### src/rtl/core/assert_macros.svh
// Assertion macros shared by the formatter RTL.
`ifndef ASSERT_MACROS_SVH
`define ASSERT_MACROS_SVH
`ifndef ASSERT_OFF
// Check that a condition implies a consequence in the same cycle.
`define ASSERT_IMPLY(lbl, clk, rst, a, b) \
  lbl: assert property (@(posedge clk) disable iff (rst) (a) |-> (b)) \
    else $error("assertion failed");
// Check that a condition implies a consequence in the next cycle.
`define ASSERT_NEXT(lbl, clk, rst, a, b) \
  lbl: assert property (@(posedge clk) disable iff (rst) (a) |=> (b)) \
    else $error("assertion failed");
`else
`define ASSERT_IMPLY(lbl, clk, rst, a, b)
`define ASSERT_NEXT(lbl, clk, rst, a, b)
`endif
`endif

### src/rtl/core/psc_pkg.sv
// Shared types, constants and helper functions of the sample CSV formatter.
package psc_pkg;

  localparam int STAMP_W     = 16;
  localparam int SAMPLE_W    = 10;
  localparam int TENTHS_W    = 13;
  localparam int DIGITS      = 5;
  localparam int DIG_W       = 4;
  localparam int DIV_STAGES  = DIGITS - 1;
  localparam int IDX_W       = $clog2(DIGITS);

  // Queue depth must be a power of two: pointers wrap on overflow
  localparam int QUEUE_DEPTH = 4;
  localparam int QPTR_W      = $clog2(QUEUE_DEPTH);
  localparam int QCNT_W      = $clog2(QUEUE_DEPTH + 1);

  localparam logic [STAMP_W-1:0]  PERIOD_RESET = 16'd500;
  localparam logic [TENTHS_W-1:0] TENTHS_SCALE = 13'd5000;
  localparam int                  SCALE_SHIFT  = 10;

  // x / 10 == (x * 0xCCCD) >> 19 for every 16-bit x
  localparam logic [STAMP_W-1:0]  RECIP_10     = 16'hCCCD;
  localparam int                  RECIP_SHIFT  = 19;

  localparam logic [7:0] CHAR_ZERO  = 8'h30;
  localparam logic [7:0] CHAR_COMMA = 8'h2C;
  localparam logic [7:0] CHAR_POINT = 8'h2E;
  localparam logic [7:0] CHAR_CR    = 8'h0D;
  localparam logic [7:0] CHAR_LF    = 8'h0A;

  localparam logic [IDX_W-1:0] STAMP_LSD = '0;
  localparam logic [IDX_W-1:0] WHOLE_LSD = IDX_W'(1);

  // Decimal digits, index 0 is the least significant
  typedef logic [DIGITS-1:0][DIG_W-1:0] digits_t;

  // One pending line: stamp digits, tenths digits (index 0 is the fraction)
  typedef struct packed {
    digits_t stamp_dig;
    digits_t tenth_dig;
    logic    hb;
  } line_job_t;

  typedef enum logic [2:0] {
    PH_STAMP,
    PH_COMMA,
    PH_WHOLE,
    PH_POINT,
    PH_FRAC,
    PH_CR,
    PH_LF
  } phase_t;

  // Quotient by ten through the reciprocal multiply
  function automatic logic [STAMP_W-1:0] div10(logic [STAMP_W-1:0] x);
    logic [2*STAMP_W-1:0] prod;
    prod = x * RECIP_10;
    return STAMP_W'(prod >> RECIP_SHIFT);
  endfunction

  // Index of the most significant nonzero digit, never below floor_idx
  function automatic logic [IDX_W-1:0] top_digit(digits_t d, logic [IDX_W-1:0] floor_idx);
    logic [IDX_W-1:0] res;
    res = floor_idx;
    for (int i = 0; i < DIGITS; i++) begin
      if (IDX_W'(i) > floor_idx && d[i] != '0) begin
        res = IDX_W'(i);
      end
    end
    return res;
  endfunction

endpackage

### src/rtl/core/periodic_sample_csv_formatter.sv
// With the back end idle, a due tick passes the scale stage, four digit stages, the queue
// write, the line load and the output register before its first byte shows.
// Throughput: ticks are taken every cycle while the line queue has room; the
// byte walker emits one byte per cycle while the output is taken; a line is 7 to 13 bytes.
// Reset clears tick counter, stamp, heartbeat and queue; the period returns to 500.
module periodic_sample_csv_formatter (
  input  logic                         clk,
  input  logic                         rst,
  input  logic                         in_valid,
  output logic                         in_ready,
  input  logic [psc_pkg::SAMPLE_W-1:0] adc_sample,
  input  logic                         cfg_wr_en,
  input  logic [psc_pkg::STAMP_W-1:0]  cfg_wr_data,
  output logic                         out_valid,
  input  logic                         out_ready,
  output logic [7:0]                   text_byte,
  output logic                         end_of_line,
  output logic                         heartbeat
);
  import psc_pkg::*;

  logic      push;
  logic      pop;
  logic      q_full;
  logic      q_empty;
  line_job_t push_data;
  line_job_t pop_data;

  // Classify ticks and convert stamps to digits
  psc_front u_front (
    .clk         (clk),
    .rst         (rst),
    .in_valid    (in_valid),
    .in_ready    (in_ready),
    .adc_sample  (adc_sample),
    .cfg_wr_en   (cfg_wr_en),
    .cfg_wr_data (cfg_wr_data),
    .push        (push),
    .push_data   (push_data),
    .q_full      (q_full)
  );

  // Buffer pending lines
  psc_queue u_queue (
    .clk       (clk),
    .rst       (rst),
    .push      (push),
    .push_data (push_data),
    .full      (q_full),
    .pop       (pop),
    .pop_data  (pop_data),
    .empty     (q_empty)
  );

  // Emit line bytes
  psc_back u_back (
    .clk         (clk),
    .rst         (rst),
    .q_empty     (q_empty),
    .pop_data    (pop_data),
    .pop         (pop),
    .out_valid   (out_valid),
    .out_ready   (out_ready),
    .text_byte   (text_byte),
    .end_of_line (end_of_line),
    .heartbeat   (heartbeat)
  );

endmodule

### src/rtl/core/psc_front.sv
// Front end: tick accounting, due check and pipelined decimal conversion.
module psc_front (
  input  logic                             clk,
  input  logic                             rst,
  input  logic                             in_valid,
  output logic                             in_ready,
  input  logic [psc_pkg::SAMPLE_W-1:0]     adc_sample,
  input  logic                             cfg_wr_en,
  input  logic [psc_pkg::STAMP_W-1:0]      cfg_wr_data,
  output logic                             push,
  output psc_pkg::line_job_t               push_data,
  input  logic                             q_full
);
  import psc_pkg::*;

  logic [STAMP_W-1:0] sample_period;
  logic [STAMP_W-1:0] tick_count;
  logic [STAMP_W-1:0] last_stamp;
  logic               heartbeat_level;

  logic               en;
  logic               accept;
  logic               due;
  logic [STAMP_W-1:0] tick_next;
  logic [STAMP_W-1:0] elapsed;
  logic [SAMPLE_W+TENTHS_W-1:0] scaled;

  logic [DIV_STAGES:0] st_v;
  logic [STAMP_W-1:0]  st_s  [0:DIV_STAGES];
  logic [STAMP_W-1:0]  st_t  [0:DIV_STAGES];
  digits_t             st_sd [0:DIV_STAGES];
  digits_t             st_td [0:DIV_STAGES];
  logic                st_hb [0:DIV_STAGES];

  logic [STAMP_W-1:0]  q_s [1:DIV_STAGES];
  logic [STAMP_W-1:0]  q_t [1:DIV_STAGES];
  logic [DIG_W-1:0]    r_s [1:DIV_STAGES];
  logic [DIG_W-1:0]    r_t [1:DIV_STAGES];
  digits_t             st_sd_next [1:DIV_STAGES];
  digits_t             st_td_next [1:DIV_STAGES];

  // Advance the whole pipeline unless the last stage is blocked by a full queue
  assign en       = !(st_v[DIV_STAGES] && q_full);
  assign in_ready = en;
  assign accept   = in_valid && en;

  // Check whether a line is due after this tick
  assign tick_next = tick_count + 1'b1;
  assign elapsed   = tick_next - last_stamp;
  assign due       = elapsed >= sample_period;

  // Scale the sample to tenths of a degree
  assign scaled = {{TENTHS_W{1'b0}}, adc_sample} * {{SAMPLE_W{1'b0}}, TENTHS_SCALE};

  // Hold tick, stamp, heartbeat and period
  always_ff @(posedge clk) begin
    if (rst) begin
      sample_period   <= PERIOD_RESET;
      tick_count      <= '0;
      last_stamp      <= '0;
      heartbeat_level <= 1'b0;
    end else begin
      if (cfg_wr_en) begin
        sample_period <= cfg_wr_data;
      end
      if (accept) begin
        tick_count <= tick_next;
        if (due) begin
          last_stamp      <= last_stamp + sample_period;
          heartbeat_level <= ~heartbeat_level;
        end
      end
    end
  end

  // Split one decimal digit off each lane per stage
  always_comb begin
    for (int i = 1; i <= DIV_STAGES; i++) begin
      q_s[i] = div10(st_s[i-1]);
      q_t[i] = div10(st_t[i-1]);
      r_s[i] = DIG_W'(st_s[i-1] - ((q_s[i] << 3) + (q_s[i] << 1)));
      r_t[i] = DIG_W'(st_t[i-1] - ((q_t[i] << 3) + (q_t[i] << 1)));
      st_sd_next[i]      = st_sd[i-1];
      st_sd_next[i][i-1] = r_s[i];
      st_td_next[i]      = st_td[i-1];
      st_td_next[i][i-1] = r_t[i];
    end
  end

  // Shift stage valid bits
  always_ff @(posedge clk) begin
    if (rst) begin
      st_v <= '0;
    end else if (en) begin
      st_v <= {st_v[DIV_STAGES-1:0], accept && due};
    end
  end

  // Shift stage payload
  always_ff @(posedge clk) begin
    if (en) begin
      st_s[0]  <= last_stamp + sample_period;
      st_t[0]  <= STAMP_W'(scaled >> SCALE_SHIFT);
      st_sd[0] <= '0;
      st_td[0] <= '0;
      st_hb[0] <= ~heartbeat_level;
      for (int i = 1; i <= DIV_STAGES; i++) begin
        st_s[i]  <= q_s[i];
        st_t[i]  <= q_t[i];
        st_sd[i] <= st_sd_next[i];
        st_td[i] <= st_td_next[i];
        st_hb[i] <= st_hb[i-1];
      end
    end
  end

  // Hand the finished digits to the queue; the last quotient is the top digit
  always_comb begin
    push_data                       = '0;
    push_data.stamp_dig             = st_sd[DIV_STAGES];
    push_data.stamp_dig[DIGITS-1]   = st_s[DIV_STAGES][DIG_W-1:0];
    push_data.tenth_dig             = st_td[DIV_STAGES];
    push_data.tenth_dig[DIGITS-1]   = st_t[DIV_STAGES][DIG_W-1:0];
    push_data.hb                    = st_hb[DIV_STAGES];
  end

  assign push = en && st_v[DIV_STAGES];

endmodule

### src/rtl/core/psc_queue.sv
// Small register queue of pending lines between front and back end.
module psc_queue (
  input  logic               clk,
  input  logic               rst,
  input  logic               push,
  input  psc_pkg::line_job_t push_data,
  output logic               full,
  input  logic               pop,
  output psc_pkg::line_job_t pop_data,
  output logic               empty
);
  import psc_pkg::*;

`include "assert_macros.svh"

  line_job_t          entries [0:QUEUE_DEPTH-1];
  logic [QPTR_W-1:0]  wr_ptr;
  logic [QPTR_W-1:0]  rd_ptr;
  logic [QCNT_W-1:0]  count;

  assign full     = count == QCNT_W'(QUEUE_DEPTH);
  assign empty    = count == '0;
  assign pop_data = entries[rd_ptr];

  // Advance pointers and occupancy
  always_ff @(posedge clk) begin
    if (rst) begin
      wr_ptr <= '0;
      rd_ptr <= '0;
      count  <= '0;
    end else begin
      if (push) begin
        wr_ptr <= wr_ptr + 1'b1;
      end
      if (pop) begin
        rd_ptr <= rd_ptr + 1'b1;
      end
      case ({push, pop})
        2'b10:   count <= count + 1'b1;
        2'b01:   count <= count - 1'b1;
        default: count <= count;
      endcase
    end
  end

  // Store the incoming transaction
  always_ff @(posedge clk) begin
    if (push) begin
      entries[wr_ptr] <= push_data;
    end
  end

  `ASSERT_IMPLY(a_no_overflow, clk, rst, push, !full)
  `ASSERT_IMPLY(a_no_underflow, clk, rst, pop, !empty)
  `ASSERT_IMPLY(a_count_bound, clk, rst, 1'b1, count <= QCNT_W'(QUEUE_DEPTH))

endmodule

### src/rtl/core/psc_back.sv
// Back end: walks one pending line and emits it byte by byte.
module psc_back (
  input  logic               clk,
  input  logic               rst,
  input  logic               q_empty,
  input  psc_pkg::line_job_t pop_data,
  output logic               pop,
  output logic               out_valid,
  input  logic               out_ready,
  output logic [7:0]         text_byte,
  output logic               end_of_line,
  output logic               heartbeat
);
  import psc_pkg::*;

`include "assert_macros.svh"

  phase_t            phase;
  phase_t            phase_next;
  logic              busy;
  logic              busy_next;
  logic [IDX_W-1:0]  idx;
  logic [IDX_W-1:0]  idx_next;
  line_job_t         job;

  logic              step;
  logic              load;
  logic [7:0]        cur_byte;

  // Move a byte whenever the output register is free or being drained
  assign step = busy && (!out_valid || out_ready);
  assign load = !q_empty && (!busy || (step && phase == PH_LF));
  assign pop  = load;

  // Hold phase, digit pointer and busy flag
  always_ff @(posedge clk) begin
    if (rst) begin
      phase <= PH_STAMP;
      busy  <= 1'b0;
      idx   <= '0;
    end else begin
      phase <= phase_next;
      busy  <= busy_next;
      idx   <= idx_next;
    end
  end

  // Walk the fields of the line
  always_comb begin
    phase_next = phase;
    busy_next  = busy;
    idx_next   = idx;
    cur_byte   = CHAR_LF;
    unique case (phase)
      PH_STAMP: cur_byte = CHAR_ZERO + {4'b0, job.stamp_dig[idx]};
      PH_COMMA: cur_byte = CHAR_COMMA;
      PH_WHOLE: cur_byte = CHAR_ZERO + {4'b0, job.tenth_dig[idx]};
      PH_POINT: cur_byte = CHAR_POINT;
      PH_FRAC:  cur_byte = CHAR_ZERO + {4'b0, job.tenth_dig[0]};
      PH_CR:    cur_byte = CHAR_CR;
      PH_LF:    cur_byte = CHAR_LF;
      default:  cur_byte = CHAR_LF;
    endcase
    if (step) begin
      unique case (phase)
        PH_STAMP: begin
          if (idx == STAMP_LSD) begin
            phase_next = PH_COMMA;
          end else begin
            idx_next = idx - 1'b1;
          end
        end
        PH_COMMA: begin
          phase_next = PH_WHOLE;
          idx_next   = top_digit(job.tenth_dig, WHOLE_LSD);
        end
        PH_WHOLE: begin
          if (idx == WHOLE_LSD) begin
            phase_next = PH_POINT;
          end else begin
            idx_next = idx - 1'b1;
          end
        end
        PH_POINT: phase_next = PH_FRAC;
        PH_FRAC:  phase_next = PH_CR;
        PH_CR:    phase_next = PH_LF;
        PH_LF: begin
          phase_next = PH_STAMP;
          busy_next  = 1'b0;
        end
        default:  phase_next = PH_STAMP;
      endcase
    end
    if (load) begin
      busy_next  = 1'b1;
      phase_next = PH_STAMP;
      idx_next   = top_digit(pop_data.stamp_dig, STAMP_LSD);
    end
  end

  // Latch the next line from the queue
  always_ff @(posedge clk) begin
    if (load) begin
      job <= pop_data;
    end
  end

  // Output register: hold a byte until it is taken
  always_ff @(posedge clk) begin
    if (rst) begin
      out_valid <= 1'b0;
    end else if (step) begin
      out_valid <= 1'b1;
    end else if (out_ready) begin
      out_valid <= 1'b0;
    end
  end

  always_ff @(posedge clk) begin
    if (step) begin
      text_byte   <= cur_byte;
      end_of_line <= phase == PH_LF;
      heartbeat   <= job.hb;
    end
  end

  `ASSERT_IMPLY(a_eol_is_lf, clk, rst, out_valid && end_of_line, text_byte == CHAR_LF)
  `ASSERT_IMPLY(a_whole_idx, clk, rst, busy && phase == PH_WHOLE, idx >= WHOLE_LSD)
  `ASSERT_NEXT(a_lf_shown, clk, rst, step && phase == PH_LF, out_valid && end_of_line)

endmodule
### config.mk
export PLATFORM = sky130hd
export DESIGN_NAME = periodic_sample_csv_formatter
export DESIGN_NICKNAME = d
export VERILOG_FILES = /design/src/rtl/core/psc_pkg.sv /design/src/rtl/core/periodic_sample_csv_formatter.sv /design/src/rtl/core/psc_front.sv /design/src/rtl/core/psc_queue.sv /design/src/rtl/core/psc_back.sv
export VERILOG_INCLUDE_DIRS = /design/src /design/src/rtl/core
export SDC_FILE = /design/constraint.sdc
export NUM_CORES = 2
export LEC_CHECK = 0
export BUFFER_PORTS_ARGS = -buffer_cell sky130_fd_sc_hd__buf_2
export CORE_UTILIZATION = 41
export DETAILED_ROUTE_END_ITERATION = 10
export MAX_ROUTING_LAYER = met4
export SLEW_MARGIN = 20
export SYNTH_ARGS = -nofsm -noshare
export SYNTH_HDL_FRONTEND = slang
export SYNTH_SLANG_ARGS = --single-unit
### constraint.sdc
create_clock -name clk -period 6.5 [get_ports clk]
set_input_delay 0.325 -clock clk [delete_from_list [all_inputs] [get_ports clk]]
set_output_delay 0.325 -clock clk [all_outputs]
set_load 0.05 [all_outputs]
Word level (Yosys, flattened, before mapping)
Memories as Yosys holds them, arrays and structs flattened. A register that Yosys moved wholly into a read port is not among the register bits.
Cells that the tools add are included.
{"block": "word_totals", "register_bits": 120, "ram_bits": 514, "input_bits": 31, "out_inout_bits": 12, "wordCells": 149, "memories": 6}
{"name": "u_queue.entries", "depth": 4, "word_bits": 41, "read_ports": 1, "rd_clocked_by_memory_dff": 1, "write_ports": 1, "line_no": "psc_queue.sv:16", "rtl": "line_job_t entries [0:QUEUE_DEPTH-1];"}
{"name": "u_front.st_sd", "depth": 5, "word_bits": 20, "read_ports": 5, "rd_clocked_by_memory_dff": 0, "write_ports": 5, "line_no": "psc_front.sv:31", "rtl": "digits_t st_sd [0:DIV_STAGES];"}
{"name": "u_front.st_td", "depth": 5, "word_bits": 20, "read_ports": 5, "rd_clocked_by_memory_dff": 0, "write_ports": 5, "line_no": "psc_front.sv:32", "rtl": "digits_t st_td [0:DIV_STAGES];"}
{"name": "u_front.st_s", "depth": 5, "word_bits": 16, "read_ports": 5, "rd_clocked_by_memory_dff": 0, "write_ports": 5, "line_no": "psc_front.sv:29", "rtl": "logic [STAMP_W-1:0] st_s [0:DIV_STAGES];"}
{"name": "u_front.st_t", "depth": 5, "word_bits": 13, "read_ports": 5, "rd_clocked_by_memory_dff": 0, "write_ports": 5, "line_no": "psc_front.sv:30", "rtl": "logic [STAMP_W-1:0] st_t [0:DIV_STAGES];"}
{"name": "u_front.st_hb", "depth": 5, "word_bits": 1, "read_ports": 5, "rd_clocked_by_memory_dff": 0, "write_ports": 5, "line_no": "psc_front.sv:33", "rtl": "logic st_hb [0:DIV_STAGES];"}
{"block": "op_classes", "addsub": 27, "n_mul": 9, "magnitude_cmp": 2, "n_eq_ne": 14, "mux": 31, "bitwise": 1, "n_reduce_logical": 33}
{"operator": "$mul A16 B16 Y32 const B", "n": 8}
{"operator": "$pmux W8 S6", "n": 1}
{"operator": "$add A4 B4 Y4", "n": 8}
{"operator": "$reduce_bool A4 Y1", "n": 8}
{"operator": "$sub A4 B4 Y4", "n": 8}
{"operator": "$bmux W4 S3", "n": 2}
{"operator": "$mux W3", "n": 8}
{"operator": "$add A6 B4 Y7 const A", "n": 3}
{"operator": "$mul A10 B10 Y20 const B", "n": 1}
{"operator": "$pmux W3 S6", "n": 1}
{"operator": "$add A16 B1 Y16 const B", "n": 1}
{"operator": "$add A16 B16 Y16", "n": 1}
{"operator": "$ge A16 B16 Y1", "n": 1}
{"operator": "$sub A16 B16 Y16", "n": 1}
{"operator": "$eq A3 B3 Y1 const B", "n": 4}
{"operator": "$mux W2", "n": 6}
{"operator": "$logic_not A3 Y1", "n": 3}
{"operator": "$mux W1", "n": 9}
{"operator": "$pmux W3 S3", "n": 1}
{"operator": "$mux W4", "n": 2}
{"operator": "$reduce_bool A2 Y1", "n": 4}
{"operator": "$logic_and A1 B1 Y1", "n": 7}
{"operator": "$eq A3 B1 Y1 const B", "n": 2}
{"operator": "$eq A3 B2 Y1 const B", "n": 2}
{"operator": "16 further kinds", "n": 25}

Logic depth before layout (Yosys ltp)
{"block": "depth", "word_depth": 8, "mapped_depth": 27, "ltp_nobuf": 27}

Cells and area by module
From an unflattened synthesis, not the netlist that was laid out.
{"block": "hier_totals", "cells_unflattened": 4218, "area_unflattened_um2": 49119.6}
{"module": "psc_front", "instances": 1, "cells_per_inst": 3783, "area_each_um2": 40236.1, "seq_area_each_um2": 7086.8}
{"module": "psc_queue", "instances": 1, "cells_per_inst": 262, "area_each_um2": 6401.1, "seq_area_each_um2": 5104.9}
{"module": "psc_back", "instances": 1, "cells_per_inst": 173, "area_each_um2": 2482.4, "seq_area_each_um2": 1631.6}

Least setup slack after synthesis
OpenSTA, ideal clock, no wires.
{"block": "synth_path", "path_kind": "register to register", "start": "memory u_front.st_t[0][49] in the netlist's numbering", "end": "memory u_front.st_td[0][95] in the netlist's numbering, data pin", "setup_ns": 0.263, "arrival_ns": 5.607, "t_required_ns": 6.237, "setup_slack_ns": 0.629, "path_stages_with_launch": 22, "path_buffers": 0, "synth_period_minus_slack_ns": 5.871, "path_cell_list": "edfxtp_1 ha_1 ha_1 fa_1 fa_1 inv_1 fa_1 inv_1 fa_1 ha_1 nor2b_1 o21ai_0 or4b_1 o211ai_1 a31oi_1 nor2_1 xnor2_1 ha_1 and2_1 a311oi_1 xnor2_1 xnor2_1"}
{"element": "start: declaration", "line_no": "psc_front.sv:30"}
{"element": "end: declaration", "line_no": "psc_front.sv:32"}

==> impl_results.html <==
<table>
<tr><th>Metric</th><th>Value</th></tr>
<tr><th colspan="2">Finish</th></tr>
<tr><td>Layout net count</td><td>5949</td></tr>
<tr><td>Most common cell after layout, fill and taps aside</td><td>ha_1</td></tr>
<tr><td>Top library cells by usage in the layout, fill and taps aside</td><td>ha_1 (1050), inv_1 (1023), fa_1 (515)</td></tr>
<tr><td>Relative area change from synthesis to final layout</td><td>8.83%</td></tr>
<tr><td>Final antenna diode count</td><td>0</td></tr>
<tr><td>Number of standard cells in the layout, taps in and fillers out</td><td>5933</td></tr>
<tr><td>Proportion of layout cells with a drive suffix above 1</td><td>0.0548</td></tr>
<tr><td>Final cell area excluding filler cells</td><td>0.0533 mm^2</td></tr>
<tr><th colspan="2">Floorplanning</th></tr>
<tr><td>Floorplan die area</td><td>0.121 mm^2</td></tr>
<tr><td>Die Span X</td><td>348 um</td></tr>
<tr><td>Ports</td><td>43</td></tr>
<tr><td>DIE HEIGHT</td><td>348 um</td></tr>
<tr><td>Starting density of the core</td><td>0.414</td></tr>
<tr><td>FP Rows</td><td>126</td></tr>
<tr><td>Core Region</td><td>0.118 mm^2</td></tr>
<tr><th colspan="2">Timing</th></tr>
<tr><td>Worst-case headroom to the max-slew limit</td><td>0.322</td></tr>
<tr><td>Hold violation total from the final report</td><td>0</td></tr>
<tr><td>Slew at the pin with the worst max-slew slack</td><td>1.02 ns</td></tr>
<tr><td>Pins Over Slew Limit</td><td>0</td></tr>
<tr><td>Worst hold slack</td><td>0.0889 ns</td></tr>
<tr><td>Worst path setup slack after routing</td><td>0.302 ns</td></tr>
<tr><td>Worst clock skew on the final layout</td><td>0.0568 ns</td></tr>
<tr><td>Max Clock Freq</td><td>161 MHz</td></tr>
<tr><td>Min cycle time layout</td><td>6.20 ns</td></tr>
<tr><td>Setup violations, final</td><td>0</td></tr>
<tr><td>Fin crit share</td><td>0.954</td></tr>
<tr><th colspan="2">Critical path</th></tr>
<tr><td>Worst endpoint data arrival time</td><td>6.58 ns</td></tr>
<tr><td>R2r endpoint</td><td>u_front.st_sd[0][47]</td></tr>
<tr><td>Reg-to-reg startpoint</td><td>u_front.st_s[0][26]</td></tr>
<tr><td>Nature of the critical path endpoint</td><td>register</td></tr>
<tr><td>Required time worst endpoint</td><td>6.88 ns</td></tr>
<tr><td>Path depth of the worst reg2reg path</td><td>22</td></tr>
<tr><td>Register-to-register setup slack</td><td>0.30 ns</td></tr>
<tr><td>CP Launch Type</td><td>register</td></tr>
<tr><td>Class of the most critical setup path</td><td>register to register</td></tr>
<tr><td>Critical path fanouts, max</td><td>5</td></tr>
<tr><th colspan="2">Clock tree</th></tr>
<tr><td>CTS buffer count</td><td>56</td></tr>
<tr><td># H-tree levels</td><td>2</td></tr>
<tr><td>Clock Sink Count</td><td>484</td></tr>
<tr><td>CTS tree</td><td>done</td></tr>
<tr><td>Insertion delay to the later sink of the worst-skew pair</td><td>0.66 ns</td></tr>
<tr><td>Clock edge transition at the registers on the reported setup and hold paths</td><td>0.07 ns</td></tr>
<tr><td>CTS Buffer Depth</td><td>3</td></tr>
<tr><td>Cell at the root of the clock tree</td><td>clkbuf_16</td></tr>
<tr><th colspan="2">Drt</th></tr>
<tr><td>Count of routing violations after the opening detailed-route iteration</td><td>1212</td></tr>
<tr><td>Detail-routed net length per standard cell</td><td>16.3 um</td></tr>
<tr><td>Residual antenna-violating net count after detailed routing</td><td>0</td></tr>
<tr><td>DRC viols</td><td>0</td></tr>
<tr><td>Via Count</td><td>28983</td></tr>
<tr><td>Final routed wirelength across all metal layers</td><td>96900 um</td></tr>
<tr><td>Number of iterations in the first detailed-routing pass</td><td>5</td></tr>
<tr><td>Vias per Instance</td><td>4.89</td></tr>
<tr><th colspan="2">GRT</th></tr>
<tr><td>Number of global-route vias before repair</td><td>30786</td></tr>
<tr><td>Initial antenna violation count</td><td>0</td></tr>
<tr><td>Global route total overflow</td><td>0</td></tr>
<tr><td>First-pass GRT wire length</td><td>162000 um</td></tr>
<tr><td>Largest net degree at the start of global routing</td><td>109</td></tr>
<tr><td>GRT Overall Usage</td><td>0.172</td></tr>
<tr><th colspan="2">Worst hold path</th></tr>
<tr><td>HP Start</td><td>out_ready</td></tr>
<tr><td>Hold Crit Class</td><td>input port to register</td></tr>
<tr><td>Hold Crit Endpoint</td><td>u_back.out_valid</td></tr>
<tr><td>Hold-critical path depth</td><td>4</td></tr>
<tr><th colspan="2">Placed design</th></tr>
<tr><td>Placed Cells incl. Taps</td><td>5810</td></tr>
<tr><td>Port Buf Inserts</td><td>40</td></tr>
<tr><td>Placement Cell Area</td><td>0.0513 mm^2</td></tr>
<tr><td>Placement-stage worst setup slack</td><td>0.155 ns</td></tr>
<tr><td>Final weighted congestion in routability-driven placement</td><td>0.937</td></tr>
<tr><td>DP HPWL</td><td>79000 um</td></tr>
<tr><th colspan="2">Synth</th></tr>
<tr><td>Most instantiated flip-flop cell in the synthesis netlist</td><td>edfxtp_1</td></tr>
<tr><td>Synth Cell Area</td><td>0.0490 mm^2</td></tr>
<tr><td>Number of enable flip-flop cells after synthesis</td><td>413</td></tr>
<tr><td>Count of yosys warnings during synthesis</td><td>0</td></tr>
<tr><td>Library cells used by synthesis</td><td>74</td></tr>
<tr><td>Post-Synthesis Cells</td><td>4230</td></tr>
<tr><td>Number of flip-flops and latches in the synthesized netlist</td><td>484</td></tr>
<tr><td>Share of flip-flops with an asynchronous set or reset after synthesis</td><td>0</td></tr>
<tr><td>Sequential fraction of the synthesis area</td><td>0.282</td></tr>
<tr><td>Post-synthesis average cell area</td><td>11.6 um^2</td></tr>
<tr><th colspan="2">Status</th></tr>
<tr><td>Run status</td><td>finished clean</td></tr>
<tr><th colspan="2">Flow run</th></tr>
<tr><td>Number of maximum-capacitance constraint violations</td><td>0</td></tr>
</table>
==> final cells by class <==
type                            instances  area, um^2
Tap cell                             1536        1920
Clock buffer                           62        1420
Clock inverter                         42         407
Timing Repair Buffer                   97         668
Inverter                             1025        3850
Multi-Input combinational cell       2687       31200
Sequential cell                       484       13800
Fill cell                           10918       64900
==> Yosys cell counts, types with 49 or more instances <==
cell	instances	area [um^2]
mux4_2	49	1100
fa_1	515	10300
nand2_1	107	402
xnor2_1	131	1150
edfxtp_1	413	12400
xor2_1	58	508
o21ai_0	68	340
nor2_1	166	623
dfxtp_1	71	1420
ha_1	1052	13200
a21oi_1	114	571
inv_1	1023	3840
==> critical path: stages, from the launching register on <==
cell      delay [ns]
edfxtp_1        0.54
ha_1            0.46
ha_1            0.31
inv_1           0.05
fa_1            0.50
inv_1           0.06
fa_1            0.53
inv_1           0.05
fa_1            0.39
fa_1            0.51
inv_1           0.04
ha_1            0.28
a2111o_1        0.40
a21oi_2         0.19
o211a_1         0.30
a21oi_1         0.11
a21oi_1         0.21
xnor2_1         0.27
ha_1            0.34
nand2_1         0.07
nand2_1         0.06
xnor2_1         0.16
xnor2_1         0.13
==> metal layers <==
layer	vias up	track usage	wire (um)
met5	-	-	0
met4	0	0.0342	1670
met3	96	0.0188	2890
met2	336	0.270	44200
met1	14177	0.242	48100
li1	14374	-	-
==> logic make-up after synthesis <==
group | count (synthesis) | synth area share
XOR/XNOR | 189 | 0.0338
flip-flops | 484 | 0.282
other | 1 | 0.0000766
multiplexers | 72 | 0.0272
AND/OR/NAND/NOR | 482 | 0.0462
buffers and inverters | 1060 | 0.0816
adder cells (fa/ha/maj) | 1567 | 0.479
AO/OA/AOI/OAI | 375 | 0.0497
==> registers in the layout (all words and copies together), names as in the netlist, named ones only <==
| signal | flops |
|---|---|
| u_front.last_stamp | 16 |
| u_back.job | 41 |
| u_front.st_hb | 5 |
| u_front.st_s | 59 |
| u_back.text_byte | 6 |
| u_front.heartbeat_level | 1 |
| u_queue.entries | 164 |
| u_back.end_of_line | 1 |
| u_back.idx | 3 |
| u_queue.rd_ptr | 2 |
| u_back.heartbeat | 1 |
| u_front.tick_count | 16 |
| u_front.st_t | 56 |
| u_front.st_sd | 40 |
| u_queue.wr_ptr | 2 |
| u_back.phase | 3 |
| u_front.st_td | 40 |
| u_front.sample_period | 16 |
| u_front.st_v | 5 |
| u_back.out_valid | 1 |
| u_queue.count | 3 |
| u_back.busy | 1 |
==> how the worst max path moves through the flow <==
stage / from / endpoint / slack [ns] / cells past startpoint
after floorplan: u_front.st_t[0][49] / u_front.st_td[0][95] / 0.63 / 21
after global placement: u_front.st_s[0][27] / u_front.st_sd[0][47] / 0.21 / 24
after detailed placement: u_front.st_s[0][27] / u_front.st_sd[0][47] / 0.16 / 24
after CTS: u_front.st_s[0][27] / u_front.st_sd[0][47] / 0.12 / 24
after global routing: u_front.st_t[0][49] / u_front.st_td[0][95] / -0.02 / 21
final: u_front.st_s[0][26] / u_front.st_sd[0][47] / 0.30 / 22
==> metrics by stage <==
stage	TNS, ns	utilization
6_report	0	0.451
5_1_grt	-0.0166	0.451
4_1_cts	0	0.450
3_5_place_dp	0	0.434
3_3_place_gp	0	0.434
2_1_floorplan	0	-
==> repair_timing <==
action | in CTS | in global routing
hold buffers | 16 | 0
setup endpoints to repair | 0 | 2
endpoints found under the hold margin | 16 | 0
setup buffers | 0 | 3
resized for setup | 0 | 4
Power is not shown: default switching activity piles up to over one toggle a cycle in this logic, so the estimate is an artifact.
